===== config.mk =====
export PLATFORM = sky130hd
export DESIGN_NAME = hbs_csr_flat
export DESIGN_NICKNAME = d
export VERILOG_FILES = /design/src/hbs_pkg.sv /design/src/hbs_if.sv /design/src/hbs_csr.sv /design/src/flat_wrapper.sv
export SDC_FILE = /design/constraint.sdc
export NUM_CORES = 1
export LEC_CHECK = 0
export ABC_AREA = 1
export BUFFER_PORTS_ARGS = -buffer_cell sky130_fd_sc_hd__buf_2
export CAP_MARGIN = 0
export CORE_MARGIN = 2
export CORE_UTILIZATION = 55
export CTS_CLUSTER_SIZE = 30
export DETAILED_ROUTE_END_ITERATION = 10
export GPL_TIMING_DRIVEN = 1
export PLACE_DENSITY = 0.83
export SYNTH_ARGS = -nofsm -noshare
export SYNTH_HDL_FRONTEND = slang
export SYNTH_SLANG_ARGS = --single-unit
export TNS_END_PERCENT = 1

===== constraint.sdc =====
create_clock -name clock -period 2.9 [get_ports clock]
set_input_delay 0.435 -clock clock [delete_from_list [all_inputs] [get_ports clock]]
set_output_delay 0.435 -clock clock [all_outputs]
set_load 0.05 [all_outputs]

===== src/hbs_pkg.sv =====
`default_nettype none
// ---------------------------------------------------------------------------
// Height map sampler package
// Shared constants, configuration and job types, and state encodings.
// ---------------------------------------------------------------------------
package hbs_pkg;

   localparam int MaxWidth    = 64;
   localparam int MaxLength   = 64;
   localparam int CellBits    = 16;

   localparam int IdxBitsMax  = 10;
   localparam int AddrBitsMax = 20;
   localparam int CellBitsMax = 24;
   localparam int SumBits     = 28;

   localparam logic [16:0] HalfWeight = 17'd32768;
   localparam logic [16:0] FullWeight = 17'd65536;

   typedef enum logic [3:0] {
      CSR_ORIGIN_X      = 4'd0,
      CSR_ORIGIN_Z      = 4'd1,
      CSR_SCALE_X       = 4'd2,
      CSR_SCALE_Z       = 4'd3,
      CSR_HEIGHT_SCALE  = 4'd4,
      CSR_HEIGHT_OFFSET = 4'd5,
      CSR_MAP_WIDTH     = 4'd6,
      CSR_MAP_LENGTH    = 4'd7
   } csr_index_type;

   typedef struct packed {
      logic [31:0] origin_x;
      logic [31:0] origin_z;
      logic [31:0] scale_x;
      logic [31:0] scale_z;
      logic [31:0] height_scale;
      logic [31:0] height_offset;
      logic [6:0]  map_width;
      logic [6:0]  map_length;
   } cfg_type;

   typedef struct packed {
      logic [IdxBitsMax-1:0] lo;
      logic [IdxBitsMax-1:0] hi;
      logic [16:0]           w;
   } axis_type;

   typedef struct packed {
      logic                          is_write;
      logic                          wr_ok;
      logic [CellBitsMax-1:0]        wdata;
      logic [3:0][AddrBitsMax-1:0]   addr;
      logic [16:0]                   wx;
      logic [16:0]                   wz;
   } job_type;

   typedef struct packed {
      logic full;
      logic empty;
   } queue_status_type;

   typedef struct packed {
      logic clearing;
   } back_status_type;

   typedef enum logic [1:0] {
      F_IDLE,
      F_MUL,
      F_PUSH
   } front_state_type;

   typedef enum logic [3:0] {
      B_CLEAR,
      B_IDLE,
      B_WR_RD,
      B_WR_UPD,
      B_Q_RD,
      B_Q_MUL1,
      B_Q_MUL2,
      B_SCALE,
      B_FIN,
      B_OUT
   } back_state_type;

endpackage
`default_nettype wire


===== src/hbs_if.sv =====
`default_nettype none


interface hbs_csr_if;
   logic        valid;
   logic        ready;
   logic [3:0]  index;
   logic [31:0] data;
   modport source (output valid, index, data, input ready);
   modport sink (input valid, index, data, output ready);
endinterface
`default_nettype wire


===== src/hbs_csr.sv =====
`default_nettype none
// ---------------------------------------------------------------------------
// Height map sampler registers
// Holds the configuration registers written through the register channel.
// ---------------------------------------------------------------------------
module hbs_csr (
   input  logic            clock,
   input  logic            reset,
   hbs_csr_if.sink         csr,
   output hbs_pkg::cfg_type cfg
);

   hbs_pkg::cfg_type cfg_ff;
   hbs_pkg::cfg_type cfg_in;

   assign csr.ready = 1'b1;
   assign cfg       = cfg_ff;

   always_comb begin
      cfg_in = cfg_ff;
      if (csr.valid) begin
         case (hbs_pkg::csr_index_type'(csr.index))
            hbs_pkg::CSR_ORIGIN_X:      cfg_in.origin_x      = csr.data;
            hbs_pkg::CSR_ORIGIN_Z:      cfg_in.origin_z      = csr.data;
            hbs_pkg::CSR_SCALE_X:       cfg_in.scale_x       = csr.data;
            hbs_pkg::CSR_SCALE_Z:       cfg_in.scale_z       = csr.data;
            hbs_pkg::CSR_HEIGHT_SCALE:  cfg_in.height_scale  = csr.data;
            hbs_pkg::CSR_HEIGHT_OFFSET: cfg_in.height_offset = csr.data;
            hbs_pkg::CSR_MAP_WIDTH:     cfg_in.map_width     = csr.data[6:0];
            hbs_pkg::CSR_MAP_LENGTH:    cfg_in.map_length    = csr.data[6:0];
            default:                    cfg_in = cfg_ff;
         endcase
      end
   end

   always_ff @(posedge clock) begin
      if (reset) begin
         cfg_ff.origin_x      <= 32'd0;
         cfg_ff.origin_z      <= 32'd0;
         cfg_ff.scale_x       <= 32'd65536;
         cfg_ff.scale_z       <= 32'd65536;
         cfg_ff.height_scale  <= 32'd65536;
         cfg_ff.height_offset <= 32'd0;
         cfg_ff.map_width     <= 7'd64;
         cfg_ff.map_length    <= 7'd64;
      end else begin
         cfg_ff <= cfg_in;
      end
   end

endmodule
`default_nettype wire


===== src/flat_wrapper.sv =====
// flat-port wrapper written by rule: the top's interface ports become plain ports
module hbs_csr_flat 
  (clock, reset, cfg, csr_valid, csr_index, csr_data, csr_ready);
  hbs_csr_if csr_i ();
  input  logic clock;
  input  logic reset;
  output hbs_pkg::cfg_type cfg;
  input wire logic [$bits(csr_i.valid)-1:0] csr_valid;
  input wire logic [$bits(csr_i.index)-1:0] csr_index;
  input wire logic [$bits(csr_i.data)-1:0] csr_data;
  output wire logic [$bits(csr_i.ready)-1:0] csr_ready;
  assign csr_i.valid = csr_valid;
  assign csr_i.index = csr_index;
  assign csr_i.data = csr_data;
  assign csr_ready = csr_i.ready;
  hbs_csr u_core (.clock(clock), .reset(reset), .csr(csr_i), .cfg(cfg));
endmodule

==> results of run 1 <==
==> synth_stat cells <==
cell type	count	area [µm²]
conb_1	1	3.75
nand3b_1	1	7.51
o21ai_0	3	15.0
nand3_2	2	20.0
buf_2	40	200
clkbuf_1	14	52.6
nor2_1	405	1520
nand4_1	64	400
dfxtp_1	206	4120
nand3_4	1	17.5
inv_1	98	368
buf_1	16	60.1
nand3_1	6	30.0
nor2_2	5	31.3
nor2_4	2	22.5
nand2_1	349	1310
buf_4	6	45.0
inv_2	2	7.51
==> per-layer routing <==
| metal | up-vias | GRT usage (%) | part of all wire (%) |
|---|---|---|---|
| li1 | 4081 | - | - |
| met1 | 3632 | 37.2 | 44 |
| met2 | 345 | 42.9 | 45 |
| met3 | 53 | 5.86 | 8.4 |
| met4 | 0 | 10.4 | 3.1 |
| met5 | - | 0 | 0 |
==> cell type report <==
| cell class | count | area [µm²] | share of cell area (%) |
|---|---|---|---|
| clock buffer | 33 | 683 | 6.66 |
| tap | 184 | 230 | 2.25 |
| timing repair buffer | 260 | 1380 | 13.4 |
| clock inverter | 7 | 62.6 | 0.610 |
| antenna | 2 | 5.00 | 0.0488 |
| sequential | 206 | 4120 | 40.2 |
| inverter | 100 | 380 | 3.71 |
| multi-input combinational | 839 | 3390 | 33.0 |
==> power by group through the flow <==
stage | Clock [mW] | Sequential (mW) | Combinational [mW]
CTS | 2.85 | 2.93 | 0.670
finish | 2.83 | 2.93 | 0.674
global placement | 0 | 2.99 | 0.660
global route | 2.97 | 2.93 | 0.726
floorplan | 0 | 3.20 | 0.266
detailed placement | 0 | 2.99 | 0.668
==> tightest hold or removal path, cell delays in order <==
cell and delay [ns]:
buf_2 0.09, nor2_1 0.04, nor2_1 0.08
==> cell families (layout without fill, tap and decap cells) <==
| kind of cell | Yosys count | count (layout) | synth area share [%] |
|---|---|---|---|
| other | 1 | 3 | 0.0455 |
| AOI/OAI and AO/OA | 3 | 3 | 0.182 |
| buffers and inverters | 176 | 400 | 8.90 |
| and+or+nand+nor | 835 | 835 | 40.8 |
| DFF | 206 | 206 | 50.1 |
==> stage by stage <==
step	setup WS (ns)	instances
finish	1.32	1631
global placement	1.07	1589
detailed placement	1.03	1589
global route	1.30	1631
CTS	1.31	1629
floorplan	1.56	1221
==> how the worst min path moves through the flow <==
stage	from	slack (ns)	cells after the start	end
floorplan	csr_data[16]	0.55	2	u_core.cfg[126]$_SDFFE_PP1P_
global placement	u_core.cfg[94]$_SDFFE_PP1P_	0.44	2	u_core.cfg[94]$_SDFFE_PP1P_
detailed placement	u_core.cfg[94]$_SDFFE_PP1P_	0.45	2	u_core.cfg[94]$_SDFFE_PP1P_
CTS	csr_data[18]	0.20	3	u_core.cfg[192]$_SDFFE_PP0P_
global route	csr_data[20]	0.21	3	u_core.cfg[194]$_SDFFE_PP0P_
finish	csr_data[18]	0.20	3	u_core.cfg[192]$_SDFFE_PP0P_
==> impl_metrics.py, run 1 <==
metrics = {
    "placed_design": {
        "place_area_mm2": 0.00950,
        "placement.io_buffers": 244,
        "gpl.final_weighted_congestion": 0.871,
        "detailed_place_hpwl_um": 15600,
    },
    "floorplan": {
        "initial_core_util_pct": 56.4,
        "io-pin-count": 246,
        "die_h_um": 126,
        "design.die.area_mm2": 0.0160,
        "core_area_mm2": 0.0146,
        "fp-row-count": 44,
        "die_w_um": 126,
    },
    "timing": {
        "worst-slew-pin-transition_ns": 0.676,
        "final.setup_skew_ns": 0,
        "final.hold.worst_slack_ns": 0.202,
        "post-route-min-period_ns": 1.58,
        "hold_viol_final": 0,
        "rsz0062_at_grt": "false",
        "setup_violations": 0,
        "final-max-slew-violation-count": 0,
        "timing.setup.tns_ns": 0,
        "max_freq_mhz": 633,
        "period_share_pct": 54.5,
        "max_slew_margin_pct": 54.9,
    },
    "worst_setup_path": {
        "r2r.worst_path.cells": 4,
        "crit_path_start": "u_core.cfg[133]$_SDFFE_PP0P_",
        "worstPathCellList": "buf_2",
        "path_class": "reg -> out",
        "regToRegStartpoint": "u_core.cfg[88]$_SDFFE_PP0P_",
        "critical_path_peak_fanout": 2,
        "worst_path_dominant_cell_family": "flip-flops",
        "worst_setup_path_start_kind": "flop",
        "timing.critical_path.slowest_stage_cell": "dfxtp_1",
        "worstPathArrival_ns": 1.15,
        "critical_path_capture_point": "cfg[133]",
        "path_depth": 1,
        "cp_data_required_time_ns": 2.47,
        "critical_path_buf_inv_count": 1,
        "end_kind": "output port",
        "rrSetupSlack_ns": 2.24,
        "critical-path-max-stage-delay_ns": 0.37,
        "crit-reg2reg-capture": "u_core.cfg[88]$_SDFFE_PP0P_",
    },
    "outcome": {
        "status": "finished, final reports clean",
    },
    "power_and_ir_drop": {
        "p_seq_share_pct": 45.5,
        "pwr_per_cell_area_mw_per_mm2": 627,
        "totalPowerFinal_mw": 6.43,
        "power.combinational.fraction_pct": 10.5,
        "clkPwrFrac_pct": 44.0,
        "power_switching_share_pct": 25.9,
        "switching_power_mw": 1.67,
        "ir_worst_vdd_v": 0.000474,
        "internal_power_mw": 4.76,
        "power.leakage_nw": 5.48,
    },
    "clock_network": {
        "cts_buffers": 22,
        "cts.sinks": 206,
        "clkTransAtPathRegs_ns": 0.06,
        "clock_insertion_delay_worst_skew_ns": 0.48,
        "postCtsSetupBuffers": 0,
        "buffer_cell_driving_the_clock_tree_root": "clkbuf_16",
        "ctsHoldBuffers": 0,
        "h-tree-depth": 1,
        "number_of_gates_resized_after_cts": 0,
        "clock_path_buffers": 3,
        "tritoncts_clock_tree": "done",
    },
    "global_routing": {
        "vias_in_the_first_global_route": 7165,
        "pin_count_of_the_biggest_net_entering_global_routing": 75,
        "total_overflow_reported_by_the_global_router": 0,
        "number_of_antenna_violations_at_the_first_check_in_global_routing": 2,
        "groute.usage.overall_pct": 27.3,
        "grt_pass1_wl_um": 35900,
    },
    "detailed_routing": {
        "wire_per_inst_um": 14.0,
        "drt_wl_total_um": 22800,
        "first_pass_iteration_count_of_the_detailed_router": 5,
        "drt.antenna.violating_nets": 0,
        "post_drt_via_cell_ratio": 4.97,
        "residual_drc_count": 0,
        "drt_first_iter_violations": 661,
        "via_count": 8111,
    },
    "synthesis": {
        "postSynthCellCount": 1221,
        "synth-seq-area-share_pct": 50.1,
        "syn_avg_cell_area_um2": 6.74,
        "mappedNetlistNets": 1260,
        "yosys_warnings": 0,
        "synth_cell_type_count": 18,
        "synth.cell_area_mm2": 0.00824,
        "yosys_register_bits": 206,
    },
    "run": {
        "max_cap_viol_count": 0,
    },
    "final_layout": {
        "most_frequent_standard_cell_in_the_layout_excluding_fill_and_tap_cells": "nor2_1",
        "most-common-layout-cells": "nor2_1 (403), nand2_1 (349), buf_2 (244)",
        "final_util_pct": 70.3,
        "largest_reg_flops": 206,
        "areaGrowthSynthToFinish_pct": 24.5,
        "fill_cells": 1253,
        "drive_above_1_share_pct": 21.5,
        "post-route-cell-area_mm2": 0.0103,
        "layout.nets": 1468,
    },
    "hold_path": {
        "min_path_type": "in -> reg",
    },
}
(Power assumes the default switching activity.)
==> inputs of run 2 (changes only) <==
ABC_AREA = 0   (was 1)
CORE_UTILIZATION = 46   (was 55)
PLACE_DENSITY = 0.74   (was 0.83)
clock period = 1.4 ns   (was 2.9 ns; I/O delays follow)
==> run 2 against run 1 <==
Routed wire length decreased by 11%; register-to-register slack got worse by 1.5 ns; clock power increased by 95%; power increased by 94%; sequential share of layout area decreased by 0.59 points; flip-flop and latch count unchanged; non-clock buffer count increased by 11; utilization decreased by 10 points; largest cell class unchanged.
==> impl_metrics.py, run 2 <==
metrics = {
    "power_and_ir_drop": {
        "ir_worst_vdd_v": 0.000734,
        "power.leakage_nw": 5.65,
        "p_seq_share_pct": 48.0,
        "switching_power_mw": 2.88,
        "internal_power_mw": 9.57,
        "power_switching_share_pct": 23.1,
        "pwr_per_cell_area_mw_per_mm2": 1200,
        "clkPwrFrac_pct": 44.2,
        "power.combinational.fraction_pct": 7.8,
    },
    "final_layout": {
        "fill_cells": 1469,
        "stdcell_count": 1200,
        "most_frequent_standard_cell_in_the_layout_excluding_fill_and_tap_cells": "buf_2",
        "drive_above_1_share_pct": 32.0,
        "areaGrowthSynthToFinish_pct": 27.8,
        "diodes": 0,
        "largest_reg_flops": 206,
        "most-common-layout-cells": "buf_2 (243), nand2b_1 (233), mux2i_1 (206), dfxtp_1 (206), clkbuf_16 (23)",
        "final_util_pct": 60.2,
        "layout.nets": 1002,
        "post-route-cell-area_mm2": 0.0104,
    },
    "placed_design": {
        "gpl.final_weighted_congestion": 0.782,
        "placement.io_buffers": 244,
        "place_area_mm2": 0.00972,
        "detailed_place_hpwl_um": 14200,
        "dp_cells": 1163,
    },
    "floorplan": {
        "die_w_um": 137,
        "core_area_mm2": 0.0173,
        "die_h_um": 137,
        "fp-row-count": 48,
        "io-pin-count": 246,
        "design.die.area_mm2": 0.0188,
        "initial_core_util_pct": 47.1,
    },
    "worst_setup_path": {
        "path_class": "reg -> out",
        "worstPathCellList": "buf_2",
        "worstPathArrival_ns": 1.13,
        "worst_path_dominant_cell_family": "flip-flops",
        "critical-path-max-stage-delay_ns": 0.36,
        "cp_data_required_time_ns": 1.19,
        "critical_path_buf_inv_count": 1,
        "critical_path_peak_fanout": 2,
        "rrSetupSlack_ns": 0.75,
        "worst_setup_path_start_kind": "flop",
        "timing.critical_path.slowest_stage_cell": "dfxtp_1",
        "end_kind": "output port",
    },
    "synthesis": {
        "synth_cell_type_count": 20,
        "most_instantiated_library_cell_after_synthesis": "nand2b_1",
        "synth-edff-count": 0,
        "yosys_register_bits": 206,
        "syn_avg_cell_area_um2": 11.3,
        "yosys_warnings": 0,
        "synth-seq-area-share_pct": 50.6,
        "async_flop_share_pct": 0,
        "yosys-top-cells-area": "dfxtp_1 (51%), mux2i_1 (25%), nand2b_1 (18%)",
        "synth_commonest_cells": "nand2b_1 (233), dfxtp_1 (206), mux2i_1 (206), clkbuf_1 (24), buf_6 (13)",
        "postSynthCellCount": 720,
        "synth_top_area_share_pct": 50.6,
        "synth.largest_area_cell": "dfxtp_1",
        "synth.cell_area_mm2": 0.00815,
        "dominantRegCellSynth": "dfxtp_1",
        "mappedNetlistNets": 759,
    },
    "global_routing": {
        "vias_in_the_first_global_route": 5661,
        "total_overflow_reported_by_the_global_router": 0,
        "pin_count_of_the_biggest_net_entering_global_routing": 65,
        "grt_pass1_wl_um": 31200,
        "groute.usage.overall_pct": 21.0,
        "number_of_antenna_violations_at_the_first_check_in_global_routing": 0,
    },
    "detailed_routing": {
        "wire_per_inst_um": 16.9,
        "drt_wl_total_um": 20300,
        "first_pass_iteration_count_of_the_detailed_router": 6,
        "via_count": 5783,
        "residual_drc_count": 0,
        "drt.antenna.violating_nets": 0,
        "post_drt_via_cell_ratio": 4.82,
        "drt_first_iter_violations": 172,
    },
    "clock_network": {
        "clkTransAtPathRegs_ns": 0.06,
        "postCtsSetupBuffers": 0,
        "clock_insertion_delay_worst_skew_ns": 0.49,
        "cts_buffers": 22,
        "number_of_gates_resized_after_cts": 0,
        "cts.sinks": 206,
        "buffer_cell_driving_the_clock_tree_root": "clkbuf_16",
        "h-tree-depth": 1,
        "tritoncts_clock_tree": "done",
        "ctsHoldBuffers": 1,
        "clock_path_buffers": 3,
    },
    "timing": {
        "rsz0062_at_grt": "false",
        "period_share_pct": 95.7,
        "setup_violations": 0,
        "final.setup_skew_ns": 0,
        "final.hold.worst_slack_ns": 0.0472,
        "hold_viol_final": 0,
        "final-max-slew-violation-count": 0,
        "post-route-min-period_ns": 1.34,
        "max_freq_mhz": 747,
    },
    "run": {
        "max_cap_viol_count": 0,
    },
    "outcome": {
        "status": "finished, final reports clean",
    },
    "hold_path": {
        "min_path_type": "in -> reg",
    },
}
[run 2: cell count changes in the layout (fill, tap and decap cells not counted), sizes merged, moves of 10 or more]
cell    previous run  this run
nand4             64         2
nand2            349         6
mux2i              0       206
inv              100         0
buf              260       270
nand2b             0       233
nor2             412         8
[run 2: worst paths after layout]
check | depth (start not counted) | end | startpoint
min reg2reg | 2 | u_core.cfg[188]$_SDFFE_PP0P_ | u_core.cfg[188]$_SDFFE_PP0P_
max reg2reg | 2 | u_core.cfg[130]$_SDFFE_PP0P_ | u_core.cfg[130]$_SDFFE_PP0P_
max | 1 | cfg[87] | u_core.cfg[87]$_SDFFE_PP0P_
min | 3 | u_core.cfg[94]$_SDFFE_PP1P_ | csr_data[16]
[run 2: cell type report]
type	instances	area [µm²]	area share (%)
sequential	206	4120	39.6
clock buffer	33	633	6.08
multi-input combinational	462	3690	35.4
clock inverter	3	40.0	0.385
tap	225	282	2.71
timing repair buffer	271	1640	15.8
[run 2: kinds of logic (layout without fill, tap and decap cells)]
kind of cell	Yosys count	in the layout	share of synthesized area, %
buf+inv	52	307	4.12
flops	206	206	50.6
simple gates	255	255	19.9
other cells	1	1	0.0460
mux	206	206	25.3
[run 2: per-stage QoR]
step           setup WS (ns)  setup TNS, ns  power, mW
2_1_floorplan          0.249              0       6.78
3_3_place_gp         -0.0328         -0.172       7.07
3_5_place_dp         -0.0328         -0.172       7.07
4_1_cts               0.0419              0       12.6
5_1_grt               0.0272              0       12.9
6_report              0.0609              0       12.4
[run 2: per-layer routing]
layer	track usage [%]	wire length, µm
met2	35.9	9880
met1	26.9	8880
met3	3.96	1090
met5	0	0
met4	6.01	440
[run 2: power by group through the flow]
stage / sequential [mW] / combinational [mW] / clock (mW)
floorplan: 6.37 / 0.406 / 0
global placement: 6.10 / 0.965 / 0
detailed placement: 6.10 / 0.969 / 0
CTS: 5.98 / 0.974 / 5.65
global route: 5.98 / 1.02 / 5.87
finish: 5.98 / 0.966 / 5.51
